**src/design/csh_pkg.sv**
```systemverilog
// ----------------------------------------------------------------------------
// Chunk slot directory package
// Shared types and constants for the chunk slot hash directory.
// ----------------------------------------------------------------------------
package csh_pkg;

    localparam logic [31:0] HASH_MUL_X = 32'd73856093;
    localparam logic [31:0] HASH_MUL_Y = 32'd19349663;

    localparam int IN_DATA_W  = 72;
    localparam int IN_USER_W  = 2;
    localparam int OUT_DATA_W = 8;
    localparam int SLOT_W     = 5;

    // Request kinds; the first three match the action field codes.
    typedef enum logic [1:0] {
        OP_LOOKUP  = 2'd0,
        OP_LOAD    = 2'd1,
        OP_RELEASE = 2'd2,
        OP_NOP     = 2'd3
    } op_t;

    // Classified request handed from the front end to the back end.
    // Coordinates are already wrapped and sign-extended to 32 bits.
    typedef struct packed {
        op_t                op;
        logic signed [31:0] cx;
        logic signed [31:0] cy;
        logic signed [31:0] px;
        logic signed [31:0] py;
        logic [SLOT_W-1:0]  rel;
    } cmd_t;

endpackage

```
**src/design/chunk_slot_hash_directory_core.sv**
```systemverilog
// ----------------------------------------------------------------------------
// Chunk slot hash directory
// Maps signed chunk coordinates to slots of a fixed pool through a
// linear-probing hash table, with load, eviction and release.
// ----------------------------------------------------------------------------
// After reset the block clears the bucket table and accepts no request
// until that pass ends. BUCKET_COUNT must be a power of two, as the hash is
// masked to it. Requests are then carried out one at a time, while up to two
// more wait in the front-end queue. A lookup passes through a start state,
// the hash (registered products, then the mask), a bucket memory read for
// each bucket probed, a slot coordinate read for each occupied one, and a
// state that hands over the result. A load that misses adds a pool scan
// that reads each slot up to the free slot it stops at and measures the
// distance of every used slot before it; when the pool is full it then
// reads the victim's coordinates, hashes them and probes buckets to remove
// it. Either way it finally writes the slot and probes buckets to insert.
// A release has a start state, a coordinate read, the hash and a probe of
// the buckets. A waiting result holds the back end until it is taken.
module chunk_slot_hash_directory_core #(
    parameter int SLOT_COUNT   = 32,
    parameter int BUCKET_COUNT = 128,
    parameter int COORD_BITS   = 16
) (
    input  logic                               clk,
    input  logic                               rst_n,
    input  logic                               cfg_we,
    input  logic                               cfg_wdata,
    input  logic                               s_tvalid,
    output logic                               s_tready,
    // chunk_x, chunk_y, release_slot, player_chunk_x, player_chunk_y, zero pad
    input  logic [csh_pkg::IN_DATA_W-1:0]      s_tdata,
    // action
    input  logic [csh_pkg::IN_USER_W-1:0]      s_tuser,
    output logic                               m_tvalid,
    input  logic                               m_tready,
    // hit, slot_index, evicted, zero pad
    output logic [csh_pkg::OUT_DATA_W-1:0]     m_tdata,
    // slot_valid_out
    output logic                               m_tuser
);

    logic                       cmd_valid;
    csh_pkg::cmd_t              cmd;
    logic                       cmd_pop;
    logic                       accept_en;
    logic                       out_hit;
    logic [csh_pkg::SLOT_W-1:0] out_slot;
    logic                       out_evicted;
    logic                       out_slot_valid;

    csh_front #(
        .SLOT_COUNT (SLOT_COUNT),
        .COORD_BITS (COORD_BITS)
    ) u_front (
        .clk       (clk),
        .rst_n     (rst_n),
        .s_tvalid  (s_tvalid),
        .s_tready  (s_tready),
        .s_tdata   (s_tdata),
        .s_tuser   (s_tuser),
        .accept_en (accept_en),
        .cmd_valid (cmd_valid),
        .cmd       (cmd),
        .cmd_pop   (cmd_pop)
    );

    csh_back #(
        .SLOT_COUNT   (SLOT_COUNT),
        .BUCKET_COUNT (BUCKET_COUNT),
        .COORD_BITS   (COORD_BITS)
    ) u_back (
        .clk            (clk),
        .rst_n          (rst_n),
        .cfg_we         (cfg_we),
        .cfg_wdata      (cfg_wdata),
        .cmd_valid      (cmd_valid),
        .cmd            (cmd),
        .cmd_pop        (cmd_pop),
        .accept_en      (accept_en),
        .m_tvalid       (m_tvalid),
        .m_tready       (m_tready),
        .out_hit        (out_hit),
        .out_slot       (out_slot),
        .out_evicted    (out_evicted),
        .out_slot_valid (out_slot_valid)
    );

    assign m_tdata = {1'b0, out_evicted, out_slot, out_hit};
    assign m_tuser = out_slot_valid;

endmodule

```
**src/design/csh_ram.sv**
```systemverilog
// ----------------------------------------------------------------------------
// Generic RAM
// One write port and one read port with registered read data.
// ----------------------------------------------------------------------------
module csh_ram #(
    parameter int WIDTH = 8,
    parameter int DEPTH = 32
) (
    input  logic                     clk,
    input  logic                     we,
    input  logic [$clog2(DEPTH)-1:0] waddr,
    input  logic [WIDTH-1:0]         wdata,
    input  logic [$clog2(DEPTH)-1:0] raddr,
    output logic [WIDTH-1:0]         rdata
);

    logic [WIDTH-1:0] mem_reg [DEPTH];

    always_ff @(posedge clk)
    begin
        if (we)
        begin
            mem_reg[waddr] <= wdata;
        end
        rdata <= mem_reg[raddr];
    end

endmodule

```
**src/design/csh_hash.sv**
```systemverilog
// ----------------------------------------------------------------------------
// Bucket hash unit
// Multiplies both coordinates by their constants, XORs the products into a
// register and masks the word to the bucket count, a power of two.
// ----------------------------------------------------------------------------
module csh_hash #(
    parameter int BUCKET_COUNT = 128
) (
    input  logic                            clk,
    input  logic                            rst_n,
    input  logic                            start,
    input  logic signed [31:0]              hx,
    input  logic signed [31:0]              hy,
    output logic                            done,
    output logic [$clog2(BUCKET_COUNT)-1:0] bucket
);

    localparam int BIDX = $clog2(BUCKET_COUNT);

    logic [31:0] prod_x;
    logic [31:0] prod_y;
    logic [31:0] p_reg;
    logic        done_reg;

    assign prod_x = hx * csh_pkg::HASH_MUL_X;
    assign prod_y = hy * csh_pkg::HASH_MUL_Y;

    always_ff @(posedge clk or negedge rst_n)
    begin
        if (!rst_n)
        begin
            done_reg <= 1'b0;
        end
        else
        begin
            done_reg <= start;
        end
    end

    always_ff @(posedge clk)
    begin
        if (start)
        begin
            p_reg <= prod_x ^ prod_y;
        end
    end

    assign done   = done_reg;
    assign bucket = p_reg[BIDX-1:0];

endmodule

```
**src/design/csh_front.sv**
```systemverilog
// ----------------------------------------------------------------------------
// Request front end
// Accepts requests, wraps the coordinates, classifies the action and
// holds up to two requests for the back end.
// ----------------------------------------------------------------------------
module csh_front #(
    parameter int SLOT_COUNT = 32,
    parameter int COORD_BITS = 16
) (
    input  logic                             clk,
    input  logic                             rst_n,
    input  logic                             s_tvalid,
    output logic                             s_tready,
    // chunk_x, chunk_y, release_slot, player_chunk_x, player_chunk_y
    input  logic [csh_pkg::IN_DATA_W-1:0]    s_tdata,
    // action
    input  logic [csh_pkg::IN_USER_W-1:0]    s_tuser,
    input  logic                             accept_en,
    output logic                             cmd_valid,
    output csh_pkg::cmd_t                    cmd,
    input  logic                             cmd_pop
);

    localparam int SH = 32 - COORD_BITS;

    csh_pkg::cmd_t q_reg [2];
    csh_pkg::cmd_t in_cmd;
    logic          wr_ptr_reg;
    logic          rd_ptr_reg;
    logic [1:0]    cnt_reg;
    logic          push;
    logic          pop;

    function automatic logic signed [31:0] wrap(input logic [15:0] f);
        logic signed [31:0] e;
        begin
            e    = 32'(signed'(f));
            wrap = (e <<< SH) >>> SH;
        end
    endfunction

    always_comb
    begin
        in_cmd.op  = csh_pkg::op_t'(s_tuser);
        in_cmd.cx  = wrap(s_tdata[15:0]);
        in_cmd.cy  = wrap(s_tdata[31:16]);
        in_cmd.rel = s_tdata[36:32];
        in_cmd.px  = wrap(s_tdata[52:37]);
        in_cmd.py  = wrap(s_tdata[68:53]);
        // A release of a slot beyond the pool does nothing.
        if (in_cmd.op == csh_pkg::OP_RELEASE && 32'(in_cmd.rel) >= 32'(SLOT_COUNT))
        begin
            in_cmd.op = csh_pkg::OP_NOP;
        end
    end

    assign s_tready  = accept_en && (cnt_reg != 2'd2);
    assign push      = s_tvalid && s_tready;
    assign cmd_valid = (cnt_reg != 2'd0);
    assign cmd       = q_reg[rd_ptr_reg];
    assign pop       = cmd_pop && cmd_valid;

    always_ff @(posedge clk or negedge rst_n)
    begin
        if (!rst_n)
        begin
            wr_ptr_reg <= 1'b0;
            rd_ptr_reg <= 1'b0;
            cnt_reg    <= '0;
        end
        else
        begin
            if (push)
            begin
                wr_ptr_reg <= ~wr_ptr_reg;
            end
            if (pop)
            begin
                rd_ptr_reg <= ~rd_ptr_reg;
            end
            if (push && !pop)
            begin
                cnt_reg <= cnt_reg + 2'd1;
            end
            else if (pop && !push)
            begin
                cnt_reg <= cnt_reg - 2'd1;
            end
        end
    end

    always_ff @(posedge clk)
    begin
        if (push)
        begin
            q_reg[wr_ptr_reg] <= in_cmd;
        end
    end

endmodule

```
**src/design/csh_back.sv**
```systemverilog
// ----------------------------------------------------------------------------
// Directory back end
// Sequencer that hashes, probes the bucket table, scans the slot pool for a
// free or victim slot, and updates slots and buckets.
// ----------------------------------------------------------------------------
module csh_back #(
    parameter int SLOT_COUNT   = 32,
    parameter int BUCKET_COUNT = 128,
    parameter int COORD_BITS   = 16
) (
    input  logic                       clk,
    input  logic                       rst_n,
    input  logic                       cfg_we,
    input  logic                       cfg_wdata,
    input  logic                       cmd_valid,
    input  csh_pkg::cmd_t              cmd,
    output logic                       cmd_pop,
    output logic                       accept_en,
    output logic                       m_tvalid,
    input  logic                       m_tready,
    output logic                       out_hit,
    output logic [csh_pkg::SLOT_W-1:0] out_slot,
    output logic                       out_evicted,
    output logic                       out_slot_valid
);

    localparam int SIDX = $clog2(SLOT_COUNT);
    localparam int BIDX = $clog2(BUCKET_COUNT);
    localparam int CW   = COORD_BITS;
    localparam int DW   = COORD_BITS + 1;

    typedef enum logic [13:0] {
        ST_CLEAR = 14'b00000000000001,
        ST_IDLE  = 14'b00000000000010,
        ST_CRD   = 14'b00000000000100,
        ST_CLD   = 14'b00000000001000,
        ST_HASH  = 14'b00000000010000,
        ST_BRD   = 14'b00000000100000,
        ST_BCHK  = 14'b00000001000000,
        ST_FRD   = 14'b00000010000000,
        ST_CMP   = 14'b00000100000000,
        ST_SRD   = 14'b00001000000000,
        ST_SCHK  = 14'b00010000000000,
        ST_SDST  = 14'b00100000000000,
        ST_WRITE = 14'b01000000000000,
        ST_DONE  = 14'b10000000000000
    } state_t;

    typedef enum logic [1:0] {
        MODE_FIND   = 2'd0,
        MODE_INSERT = 2'd1,
        MODE_REMOVE = 2'd2
    } mode_t;

    typedef enum logic [2:0] {
        EV_NONE,
        EV_CAND,
        EV_FOUND,
        EV_MISS,
        EV_INS,
        EV_REM,
        EV_REMNO,
        EV_ADV
    } ev_t;

    state_t             state_reg;
    mode_t              mode_reg;
    ev_t                ev;
    csh_pkg::cmd_t      cmd_reg;
    logic               en_reg;
    logic [SLOT_COUNT-1:0] slot_used_reg;
    logic [SIDX-1:0]    slot_reg;
    logic [SIDX-1:0]    c_addr_reg;
    logic [SIDX-1:0]    i_reg;
    logic [SIDX-1:0]    best_reg;
    logic [BIDX-1:0]    b_reg;
    logic [BIDX-1:0]    b_inc;
    logic [BIDX-1:0]    cnt_reg;
    logic [BIDX-1:0]    hlook_reg;
    logic [DW:0]        max_reg;
    logic [DW-1:0]      ax_reg;
    logic [DW-1:0]      ay_reg;
    logic               evict_reg;
    logic               hs_reg;
    logic signed [31:0] hx_reg;
    logic signed [31:0] hy_reg;
    logic               res_hit_reg;
    logic               res_ev_reg;
    logic               res_valid_reg;
    logic               m_valid_reg;
    logic               o_hit_reg;
    logic [csh_pkg::SLOT_W-1:0] o_slot_reg;
    logic               o_ev_reg;
    logic               o_valid_reg;

    logic               h_done;
    logic [BIDX-1:0]    h_bucket;

    logic               bk_we;
    logic [SIDX:0]      bk_wdata;
    logic [SIDX:0]      bk_rdata;
    logic               occ;
    logic [SIDX-1:0]    bs;
    logic               bs_ok;
    logic               step_fail;

    logic               co_we;
    logic [2*CW-1:0]    co_wdata;
    logic [2*CW-1:0]    co_rdata;
    logic [CW-1:0]      rx;
    logic [CW-1:0]      ry;
    logic               match;

    logic signed [DW-1:0] dx;
    logic signed [DW-1:0] dy;
    logic [DW:0]        man_dist;
    logic               upd;
    logic [SIDX-1:0]    new_best;
    logic [SIDX-1:0]    victim;

    csh_hash #(
        .BUCKET_COUNT (BUCKET_COUNT)
    ) u_hash (
        .clk    (clk),
        .rst_n  (rst_n),
        .start  (hs_reg),
        .hx     (hx_reg),
        .hy     (hy_reg),
        .done   (h_done),
        .bucket (h_bucket)
    );

    // Bucket entry: occupied flag above the slot number.
    csh_ram #(
        .WIDTH (SIDX + 1),
        .DEPTH (BUCKET_COUNT)
    ) u_bucket_ram (
        .clk   (clk),
        .we    (bk_we),
        .waddr (b_reg),
        .wdata (bk_wdata),
        .raddr (b_reg),
        .rdata (bk_rdata)
    );

    // Slot coordinates: row above column.
    csh_ram #(
        .WIDTH (2 * CW),
        .DEPTH (SLOT_COUNT)
    ) u_coord_ram (
        .clk   (clk),
        .we    (co_we),
        .waddr (slot_reg),
        .wdata (co_wdata),
        .raddr (c_addr_reg),
        .rdata (co_rdata)
    );

    assign occ       = bk_rdata[SIDX];
    assign bs        = bk_rdata[SIDX-1:0];
    assign bs_ok     = (32'(bs) < 32'(SLOT_COUNT));
    assign step_fail = (cnt_reg == BIDX'(BUCKET_COUNT - 1));
    assign b_inc     = (b_reg == BIDX'(BUCKET_COUNT - 1)) ? '0 : b_reg + 1'b1;

    assign rx    = co_rdata[CW-1:0];
    assign ry    = co_rdata[2*CW-1:CW];
    assign match = slot_used_reg[c_addr_reg] && (rx == cmd_reg.cx[CW-1:0])
                   && (ry == cmd_reg.cy[CW-1:0]);

    assign co_we    = (state_reg == ST_WRITE);
    assign co_wdata = {cmd_reg.cy[CW-1:0], cmd_reg.cx[CW-1:0]};

    assign dx = DW'(signed'(rx)) - DW'(signed'(cmd_reg.px[CW-1:0]));
    assign dy = DW'(signed'(ry)) - DW'(signed'(cmd_reg.py[CW-1:0]));

    assign man_dist = (DW+1)'(ax_reg) + (DW+1)'(ay_reg);
    assign upd      = (i_reg == '0) || (man_dist > max_reg);
    assign new_best = upd ? i_reg : best_reg;
    assign victim   = en_reg ? new_best : '0;

    always_comb
    begin
        bk_we    = 1'b0;
        bk_wdata = '0;
        if (state_reg == ST_CLEAR)
        begin
            bk_we = 1'b1;
        end
        else if (state_reg == ST_BCHK)
        begin
            if (mode_reg == MODE_INSERT && !occ)
            begin
                bk_we    = 1'b1;
                bk_wdata = {1'b1, slot_reg};
            end
            else if (mode_reg == MODE_REMOVE && occ && bs == slot_reg)
            begin
                bk_we = 1'b1;
            end
        end
    end

    // Outcome of one probe step.
    always_comb
    begin
        ev = EV_NONE;
        if (state_reg == ST_BCHK)
        begin
            if (mode_reg == MODE_FIND && occ && bs_ok)
            begin
                ev = EV_CAND;
            end
            else if (mode_reg == MODE_FIND && !occ)
            begin
                ev = EV_MISS;
            end
            else if (mode_reg == MODE_INSERT && !occ)
            begin
                ev = EV_INS;
            end
            else if (mode_reg == MODE_REMOVE && occ && bs == slot_reg)
            begin
                ev = EV_REM;
            end
            else if (step_fail)
            begin
                unique case (mode_reg)
                    MODE_FIND:   ev = EV_MISS;
                    MODE_INSERT: ev = EV_INS;
                    MODE_REMOVE: ev = EV_REMNO;
                    default:     ev = EV_NONE;
                endcase
            end
            else
            begin
                ev = EV_ADV;
            end
        end
        else if (state_reg == ST_CMP)
        begin
            if (match)
            begin
                ev = EV_FOUND;
            end
            else if (step_fail)
            begin
                ev = EV_MISS;
            end
            else
            begin
                ev = EV_ADV;
            end
        end
    end

    assign cmd_pop   = (state_reg == ST_IDLE) && cmd_valid;
    assign accept_en = (state_reg != ST_CLEAR);

    always_ff @(posedge clk or negedge rst_n)
    begin
        if (!rst_n)
        begin
            state_reg     <= ST_CLEAR;
            b_reg         <= '0;
            slot_used_reg <= '0;
            en_reg        <= 1'b0;
            hs_reg        <= 1'b0;
            m_valid_reg   <= 1'b0;
        end
        else
        begin
            hs_reg <= 1'b0;
            if (cfg_we)
            begin
                en_reg <= cfg_wdata;
            end
            if (state_reg == ST_DONE && (!m_valid_reg || m_tready))
            begin
                m_valid_reg <= 1'b1;
            end
            else if (m_tready)
            begin
                m_valid_reg <= 1'b0;
            end

            unique case (state_reg)
                ST_CLEAR:
                begin
                    b_reg <= b_inc;
                    if (b_reg == BIDX'(BUCKET_COUNT - 1))
                    begin
                        state_reg <= ST_IDLE;
                    end
                end
                ST_IDLE:
                begin
                    if (cmd_valid)
                    begin
                        cmd_reg       <= cmd;
                        evict_reg     <= 1'b0;
                        res_hit_reg   <= 1'b0;
                        res_ev_reg    <= 1'b0;
                        res_valid_reg <= 1'b0;
                        slot_reg      <= '0;
                        unique case (cmd.op) inside
                            csh_pkg::OP_LOOKUP, csh_pkg::OP_LOAD:
                            begin
                                hx_reg    <= cmd.cx;
                                hy_reg    <= cmd.cy;
                                hs_reg    <= 1'b1;
                                mode_reg  <= MODE_FIND;
                                state_reg <= ST_HASH;
                            end
                            csh_pkg::OP_RELEASE:
                            begin
                                slot_reg   <= SIDX'(cmd.rel);
                                c_addr_reg <= SIDX'(cmd.rel);
                                mode_reg   <= MODE_REMOVE;
                                state_reg  <= ST_CRD;
                            end
                            default:
                            begin
                                state_reg <= ST_DONE;
                            end
                        endcase
                    end
                end
                ST_CRD:
                begin
                    state_reg <= ST_CLD;
                end
                ST_CLD:
                begin
                    hx_reg    <= 32'(signed'(rx));
                    hy_reg    <= 32'(signed'(ry));
                    hs_reg    <= 1'b1;
                    state_reg <= ST_HASH;
                end
                ST_HASH:
                begin
                    if (h_done)
                    begin
                        b_reg   <= h_bucket;
                        cnt_reg <= '0;
                        if (mode_reg == MODE_FIND)
                        begin
                            hlook_reg <= h_bucket;
                        end
                        state_reg <= ST_BRD;
                    end
                end
                ST_BRD:
                begin
                    state_reg <= ST_BCHK;
                end
                ST_FRD:
                begin
                    state_reg <= ST_CMP;
                end
                ST_SRD:
                begin
                    state_reg <= ST_SCHK;
                end
                ST_SCHK:
                begin
                    if (!slot_used_reg[i_reg])
                    begin
                        slot_reg  <= i_reg;
                        state_reg <= ST_WRITE;
                    end
                    else
                    begin
                        ax_reg    <= dx[DW-1] ? DW'(-dx) : DW'(dx);
                        ay_reg    <= dy[DW-1] ? DW'(-dy) : DW'(dy);
                        state_reg <= ST_SDST;
                    end
                end
                ST_SDST:
                begin
                    if (upd)
                    begin
                        max_reg  <= man_dist;
                        best_reg <= i_reg;
                    end
                    if (i_reg == SIDX'(SLOT_COUNT - 1))
                    begin
                        // Pool is full: unhash the victim before reuse.
                        slot_reg   <= victim;
                        c_addr_reg <= victim;
                        evict_reg  <= 1'b1;
                        mode_reg   <= MODE_REMOVE;
                        state_reg  <= ST_CRD;
                    end
                    else
                    begin
                        i_reg      <= i_reg + 1'b1;
                        c_addr_reg <= i_reg + 1'b1;
                        state_reg  <= ST_SRD;
                    end
                end
                ST_WRITE:
                begin
                    slot_used_reg[slot_reg] <= 1'b1;
                    b_reg     <= hlook_reg;
                    cnt_reg   <= '0;
                    mode_reg  <= MODE_INSERT;
                    state_reg <= ST_BRD;
                end
                ST_DONE:
                begin
                    if (!m_valid_reg || m_tready)
                    begin
                        o_hit_reg   <= res_hit_reg;
                        o_slot_reg  <= res_valid_reg ? csh_pkg::SLOT_W'(slot_reg) : '0;
                        o_ev_reg    <= res_ev_reg;
                        o_valid_reg <= res_valid_reg;
                        state_reg   <= ST_IDLE;
                    end
                end
                default:
                begin
                end
            endcase

            case (ev) inside
                EV_CAND:
                begin
                    c_addr_reg <= bs;
                    state_reg  <= ST_FRD;
                end
                EV_FOUND:
                begin
                    slot_reg      <= c_addr_reg;
                    res_hit_reg   <= 1'b1;
                    res_valid_reg <= 1'b1;
                    state_reg     <= ST_DONE;
                end
                EV_MISS:
                begin
                    if (cmd_reg.op == csh_pkg::OP_LOAD)
                    begin
                        i_reg      <= '0;
                        c_addr_reg <= '0;
                        state_reg  <= ST_SRD;
                    end
                    else
                    begin
                        state_reg <= ST_DONE;
                    end
                end
                EV_INS:
                begin
                    res_valid_reg <= 1'b1;
                    res_ev_reg    <= evict_reg;
                    state_reg     <= ST_DONE;
                end
                EV_REM, EV_REMNO:
                begin
                    if (cmd_reg.op == csh_pkg::OP_RELEASE)
                    begin
                        slot_used_reg[slot_reg] <= 1'b0;
                        res_hit_reg   <= (ev == EV_REM);
                        res_valid_reg <= 1'b1;
                        state_reg     <= ST_DONE;
                    end
                    else
                    begin
                        state_reg <= ST_WRITE;
                    end
                end
                EV_ADV:
                begin
                    cnt_reg   <= cnt_reg + 1'b1;
                    b_reg     <= b_inc;
                    state_reg <= ST_BRD;
                end
                default:
                begin
                end
            endcase
        end
    end

    assign m_tvalid       = m_valid_reg;
    assign out_hit        = o_hit_reg;
    assign out_slot       = o_slot_reg;
    assign out_evicted    = o_ev_reg;
    assign out_slot_valid = o_valid_reg;

endmodule
```
**config.mk**
```make
export PLATFORM = sky130hd
export DESIGN_NAME = chunk_slot_hash_directory_core
export DESIGN_NICKNAME = d
export VERILOG_FILES = /design/src/design/csh_pkg.sv /design/src/design/chunk_slot_hash_directory_core.sv /design/src/design/csh_ram.sv /design/src/design/csh_hash.sv /design/src/design/csh_front.sv /design/src/design/csh_back.sv
export SDC_FILE = /design/constraint.sdc
export NUM_CORES = 2
export LEC_CHECK = 0
export ABC_AREA = 0
export ABC_CLOCK_PERIOD_IN_PS = 11600
export BUFFER_PORTS_ARGS = -buffer_cell sky130_fd_sc_hd__buf_2
export CAP_MARGIN = 20
export CORE_ASPECT_RATIO = 1.2
export CORE_MARGIN = 2
export CORE_UTILIZATION = 56
export CTS_BUF_LIST = sky130_fd_sc_hd__clkbuf_16
export DETAILED_ROUTE_END_ITERATION = 8
export PLACE_DENSITY_LB_ADDON = 0.08
export SETUP_SLACK_MARGIN = 0.05
export SYNTH_ARGS = -nofsm -noshare
export SYNTH_HDL_FRONTEND = slang
export SYNTH_SLANG_ARGS = --single-unit
```
**constraint.sdc**
```tcl
create_clock -name clk -period 11.6 [get_ports clk]
set_input_delay 1.16 -clock clk [delete_from_list [all_inputs] [get_ports clk]]
set_output_delay 1.16 -clock clk [all_outputs]
set_load 0.03 [all_outputs]
```
Yosys cells after proc, flatten, opt, wreduce, memory -nomap -nowiden
Memories as Yosys holds them, arrays and structs flattened. A register that Yosys moved wholly into a read port is not among the register bits.
Cells that the tools add are included.
{"block": "word_totals", "register_bits": 298, "ramBits": 2062, "in_bits": 80, "out_inout_bits": 11, "elab_cells": 286, "n_memories": 3}
{"memory": "u_back.u_coord_ram.mem_reg", "depth": 32, "width": 32, "read_ports": 1, "rd_clocked_by_memory_dff": 1, "wr": 1, "line_no": "csh_ram.sv:17", "text": "logic [WIDTH-1:0] mem_reg [DEPTH];"}
{"memory": "u_back.u_bucket_ram.mem_reg", "depth": 128, "width": 6, "read_ports": 1, "rd_clocked_by_memory_dff": 1, "wr": 1, "line_no": "csh_ram.sv:17"}
{"memory": "u_front.q_reg", "depth": 2, "width": 135, "read_ports": 1, "rd_clocked_by_memory_dff": 0, "wr": 1, "line_no": "csh_front.sv:26", "text": "csh_pkg::cmd_t q_reg [2];"}
{"block": "op_classes", "n_addsub": 10, "multipliers": 2, "magnitude_cmp": 5, "n_eq_ne": 43, "n_mux": 136, "bitwise_logic": 6, "n_reduce_logical": 43}
{"cell": "2-to-1 mux 32 bit", "count": 11}
{"cell": "2-to-1 mux 14 bit", "count": 12}
{"cell": "case mux 14 bit (12 select lines)", "count": 1}
{"cell": "case mux 32 bit (2 select lines)", "count": 2}
{"cell": "2-to-1 mux 5 bit", "count": 21}
{"cell": "2-to-1 mux 7 bit", "count": 15}
{"cell": "2-to-1 mux 1 bit", "count": 41}
{"cell": "negation 17 bit", "count": 2}
{"cell": "subtractor 16 x 16 -> 17 bit", "count": 2}
{"cell": "bitwise AND 32 bit", "count": 1}
{"cell": "equality test 16 bit", "count": 2}
{"cell": "multiplier 32 x 25 -> 7 bit, second input constant", "count": 1}
{"cell": "multiplier 32 x 27 -> 7 bit, second input constant", "count": 1}
{"cell": "2-to-1 mux 16 bit", "count": 2}
{"cell": "NOT 32 bit", "count": 1}
{"cell": "OR 32 bit", "count": 1}
{"cell": "case mux 14 bit (2 select lines)", "count": 1}
{"cell": "2-to-1 mux 3 bit", "count": 9}
{"cell": "case mux 7 bit (3 select lines)", "count": 1}
{"cell": "adder 17 x 17 -> 18 bit", "count": 1}
{"cell": "> comparator 18 bit", "count": 1}
{"cell": "< comparator 5 x 6 -> 1 bit, second input constant", "count": 3}
{"cell": "2-to-1 mux 6 bit", "count": 3}
{"cell": "nonzero test 18 bit", "count": 1}
{"cell": "60 further kinds", "count": 109}

Depth between registers and ports, before layout
{"block": "logic_depth", "depth_word": 15, "depth_mapped": 21}

Modules after synthesis
A second synthesis with hierarchy kept.
{"block": "unflattened", "hier_cells": 5348, "hier_area_um2": 93634.8}
{"module": "csh_ram at u_back.u_coord_ram", "instances": 1, "cells_each": 2260, "area_each_um2": 40485.1, "seq_area_each_um2": 31390.1}
{"module": "csh_ram at u_back.u_bucket_ram", "instances": 1, "cells_each": 1271, "area_each_um2": 29923.7, "seq_area_each_um2": 23182.2}
{"module": "csh_back", "instances": 1, "cells_each": 1424, "area_each_um2": 15980.3, "seq_area_each_um2": 8309.2}
{"module": "csh_front", "instances": 1, "cells_each": 303, "area_each_um2": 6160.9, "seq_area_each_um2": 4364.2}
{"module": "csh_hash", "instances": 1, "cells_each": 86, "area_each_um2": 1058.5, "seq_area_each_um2": 235.2}
{"module": "chunk_slot_hash_directory_core", "instances": 1, "cells_each": 4, "area_each_um2": 26.3, "seq_area_each_um2": 0.0}

Worst setup path before layout
OpenSTA, ideal clock, no wires.
{"block": "synth_timing", "path_type": "register -> register", "startpoint": "register u_back.state_reg[12]", "endpoint": "memory u_back.u_bucket_ram.mem_reg[0][3] (netlist bit) (data pin)", "setup_time_ns": 1.512, "arrival_time_ns": 8.654, "required_ns": 10.088, "path_slack_ns": 1.434, "stages_incl_launch_ff": 7, "path_buffers": 1, "synth_period_minus_slack_ns": 10.166, "path_cell_list": "dfrtp_1 nor4_4 nand2_1 or3_1 or4_1 buf_2 nor4_1"}
{"block": "synth_between", "elab_chain_cells": 3, "word_cells_on_any_way": 4}
{"element": "start, declared", "line_no": "csh_back.sv:66", "text": "state_t state_reg;"}
{"element": "start signal, assigned", "line_no": "csh_back.sv:263", "text": "state_reg <= ST_CLEAR;"}
{"element": "start signal, assigned", "line_no": "csh_back.sv:292", "text": "state_reg <= ST_IDLE;"}
{"element": "start signal, assigned", "line_no": "csh_back.sv:312", "text": "state_reg <= ST_HASH;"}
{"element": "equality test 14 x 7 -> 1 bit", "line_no": "csh_back.sv:189", "text": "else if (state_reg == ST_BCHK)"}
{"element": "2-to-1 mux 6 bit", "line_no": "csh_back.sv:189"}
{"element": "2-to-1 mux 6 bit *", "line_no": "csh_back.sv:185", "text": "if (state_reg == ST_CLEAR)"}
{"element": "net u_back.bk_wdata[3]", "line_no": "csh_back.sv:100", "text": "logic [SIDX:0] bk_wdata;"}
{"element": "end, declared", "line_no": "csh_ram.sv:17"}
Mark *: on every way through the listed nets, which the timed path passes. The rest lies on a longest branch.

Worst setup path after layout
{"block": "layout_timing", "startpoint": "register u_back.ay_reg[0]", "endpoint": "register u_back.slot_reg[3] (data pin)"}
{"block": "layout_between", "elab_chain_cells": 9}
{"element": "start, declared", "line_no": "csh_back.sv:82", "text": "logic [DW-1:0] ay_reg;"}
{"element": "start signal, assigned", "line_no": "csh_back.sv:374", "text": "ay_reg <= dy[DW-1] ? DW'(-dy) : DW'(dy);"}
{"element": "adder 17 x 17 -> 18 bit *", "line_no": "csh_back.sv:176", "text": "assign man_dist = (DW+1)'(ax_reg) + (DW+1)'(ay_reg);"}
{"element": "net u_back.man_dist[16]", "line_no": "csh_back.sv:116", "text": "logic [DW:0] man_dist;"}
{"element": "> comparator 18 bit *", "line_no": "csh_back.sv:177", "text": "assign upd = (i_reg == '0) || (man_dist > max_reg);"}
{"element": "logical OR 1 bit *", "line_no": "csh_back.sv:177"}
{"element": "2-to-1 mux 5 bit *"}
{"element": "2-to-1 mux 5 bit *", "line_no": "csh_back.sv:179", "text": "assign victim = en_reg ? new_best : '0;"}
{"element": "2-to-1 mux 5 bit *", "line_no": "csh_back.sv:385", "text": "if (i_reg == SIDX'(SLOT_COUNT - 1))"}
{"element": "case mux 5 bit (3 select lines) *", "line_no": "csh_back.sv:286", "text": "unique case (state_reg)"}
{"element": "2-to-1 mux 5 bit", "line_no": "csh_back.sv:425", "text": "case (ev) inside"}
{"element": "2-to-1 mux 5 bit *", "line_no": "csh_back.sv:425"}
{"element": "end signal, assigned", "line_no": "csh_back.sv:316", "text": "slot_reg <= SIDX'(cmd.rel);"}
{"element": "end signal, assigned", "line_no": "csh_back.sv:388", "text": "slot_reg <= victim;"}
{"element": "end signal, assigned", "line_no": "csh_back.sv:433", "text": "slot_reg <= c_addr_reg;"}
{"element": "end, declared", "line_no": "csh_back.sv:72", "text": "logic [SIDX-1:0] slot_reg;"}
Marked as above.
A chain may end at the register's enable or synchronous reset.

==> metrics.cfg <==
[sta]
timing.max_slew.rel_slack_pct = 23.6
setup_slack_ns = 5.69
fmax_mhz = 169
hold_viol_final = 0
drv_slew = 0
skew_ns = 0.0488
rsz0062_at_grt = no
setup_violations = 0
worst_pin_slew_ns = 1.15
fin_crit_ns = 5.91
period_share_pct = 51.0
finalSetupTns_ns = 0

[floorplanning]
die_area_mm2 = 0.161
chipHeight_um = 439
die_x_um = 366
num_rows = 159
core_mm2 = 0.156
start_util_pct = 56.4
boundaryPins = 91

[drt]
drt_iter0_drc = 5515
drtAntennaViolNets = 0
wl_per_cell_um = 30.8
drc = 0
first_pass_iters = 6
routed_wl_um = 222000
num_vias = 46226
viasPerCell = 6.43

[critical_path]
arrival_ns = 6.53
crit_type = reg2reg
cp_slowest_stage_delay_ns = 0.80
cp.required_ns = 12.22
endpoint_kind = flop
slowest_stage = a41oi_1
worstRegToRegCells = 21
startpoint = u_back.ay_reg[0]
reg2reg_from = u_back.ay_reg[0]
cp_cell_sequence = ha_1, fa_1, a21o_1, a21o_1, a21oi_1, o21ai_0, a221oi_1, a21oi_1, a21o_1, a21oi_1, xnor2_1, ha_1, nand4_1, nor2_1, o2bb2ai_1, a41oi_1, nor2_1, a311o_1, a211oi_1, o22ai_1, mux2_2
path_max_fanout = 5
cp-start-kind = flop

[yosys]
ys_seq_area_share_pct = 74.9
async_reset_ff_share_pct = 2.75
syn_area_mm2 = 0.0881
ys_ff_latch = 2220
synth_edf_count = 2121
synth_area_per_cell_um2 = 18.6
ys_types = 83
yosysWarnings = 0
netlist_instances = 4743
syn-num-nets = 4938
ys.flop_type = edfxtp_1

[placement]
place_area_mm2 = 0.0914
dp_cells = 6785
dp_hpwl_um = 130000
gp_congestion = 0.864
portBuffers = 86
place_ws_ns = 5.67

[final_layout]
fin_cells = 7192
final_cell_area_mm2 = 0.0986
area_growth_pct = 11.9
largest_reg_flops = 1024
layout_common_cells = 2121 x edfxtp_1, 333 x mux4_2, 251 x nor2_1, 235 x a22oi_1, 206 x clkbuf_16
final_common_cell = edfxtp_1
drive_above_1_share_pct = 20.3
nets = 5107

[min_path]
min_path_type = in2async

[global_routing]
grt_max_degree = 140
grt_pass1_wl_um = 320000
overflow = 0
grt.total_usage_pct = 27.6
antenna_found_initial = 5
grt_pass1_vias = 46070

[clocking]
clk_path_buf_depth = 3
post-cts-setup-buffers = 0
cts_resized = 0
cts_made_buffers = 206
cts_tree = yes
ctsHoldBuffers = 0
cts.reportedPaths.clkPinSlew_ns = 0.06
clock_sinks = 2220
cts-root-buf = clkbuf_16
htree_levels = 4
worstSkewPairLatency_ns = 0.88

[power]
ir_worst_vdd_v = 0.000170
leakage_nw = 30.7
finalPower_mw = 16.4
powerDensity_mw_per_mm2 = 167

[job]
max_cap_violations = 0

[run_status]
status = finished clean

-- cells in the mapped netlist (6+ instances only) --
cell / n / area, µm²
a211oi_1: 16 / 120
a21o_1: 24 / 180
a21oi_1: 79 / 395
a221oi_1: 85 / 744
a22o_1: 82 / 718
a22oi_1: 235 / 1760
a31oi_1: 110 / 688
and2_1: 20 / 125
and3_1: 14 / 87.6
buf_1: 54 / 203
clkbuf_1: 177 / 664
dfrtp_1: 60 / 1500
dfxtp_1: 38 / 761
edfxtp_1: 2121 / 63700
fa_1: 13 / 260
ha_1: 102 / 1280
inv_1: 117 / 439
mux2_2: 121 / 1360
mux2i_1: 27 / 270
mux4_2: 333 / 7500
nand2_1: 79 / 297
nand2b_1: 24 / 150
nand3_1: 33 / 165
nand3b_1: 6 / 45.0
nand4_1: 45 / 282
nor2_1: 286 / 1070
nor2b_1: 18 / 113
nor3_1: 35 / 175
nor3b_1: 9 / 67.6
nor4_1: 29 / 181
o211ai_1: 10 / 75.1
o21a_1: 11 / 82.6
o21ai_0: 44 / 220
o21bai_1: 7 / 52.6
o22ai_1: 7 / 43.8
or3_1: 15 / 93.8
xnor2_1: 78 / 683
xor2_1: 73 / 639
-- per-layer routing --
metal,vias up,routed length (µm),global-route usage (%)
li1,19710,-,-
met1,24314,88100,37.8
met2,1824,111000,46.3
met3,378,14100,3.39
met4,0,8560,10.1
met5,-,0,0
-- final timing paths --
check | endpoint | slack (ns)
max in group asynchronous | u_front.rd_ptr_reg | 10.07
hold / removal | u_back.b_reg[4] | 0.36
setup reg to reg | u_back.slot_reg[3] | 5.69
setup / recovery | u_back.slot_reg[3] | 5.69
hold reg to reg | u_back.out_evicted | 0.48
min in group clk | u_front.q_reg[1][109] | 0.48
-- kinds of logic (layout without fill, tap and decap cells) --
group           after synthesis  in the layout  synth area share [%]
buf+inv                     363            714                  1.60
xor+xnor                    151            151                  1.50
mux                         481            481                  10.4
other cells                   1              6               0.00426
fa+ha+maj                   115            115                  1.74
simple gates                644            644                  3.57
compound gates              768            768                  6.35
flops                      2220           2220                  74.9
-- power by group --
part           internal [mW]  switching, mW
logic                  0.291          0.403
registers               8.85         0.0983
clock network           3.77           3.02
-- critical path, delay by kind of cell, from the launching register on --
kind / cells / cell delay [ns]
adder cells (fa/ha/maj): 3 / 0.94
XOR/XNOR: 1 / 0.22
AO/OA/AOI/OAI: 13 / 3.34
AND/OR/NAND/NOR: 3 / 0.48
multiplexers: 1 / 0.29
flip-flops: 1 / 0.37
-- cell type report --
type | instances | area, µm²
flip-flops and latches | 2220 | 66000
fillers | 10987 | 57700
multi-input cells | 2160 | 21100
clock buffers | 206 | 5150
well taps | 2093 | 2620
clock inverters | 184 | 1700
repair buffers | 205 | 1650
inverters | 119 | 447
diodes | 5 | 12.5
-- stage by stage --
step	hold slack [ns]	util, %
floorplan	0.426	-
global placement	0.470	58.4
detailed placement	0.478	58.5
CTS	0.321	62.9
global route	0.366	63.1
finish	0.363	63.1
No activity file was read; power rests on OpenSTA's default activity.
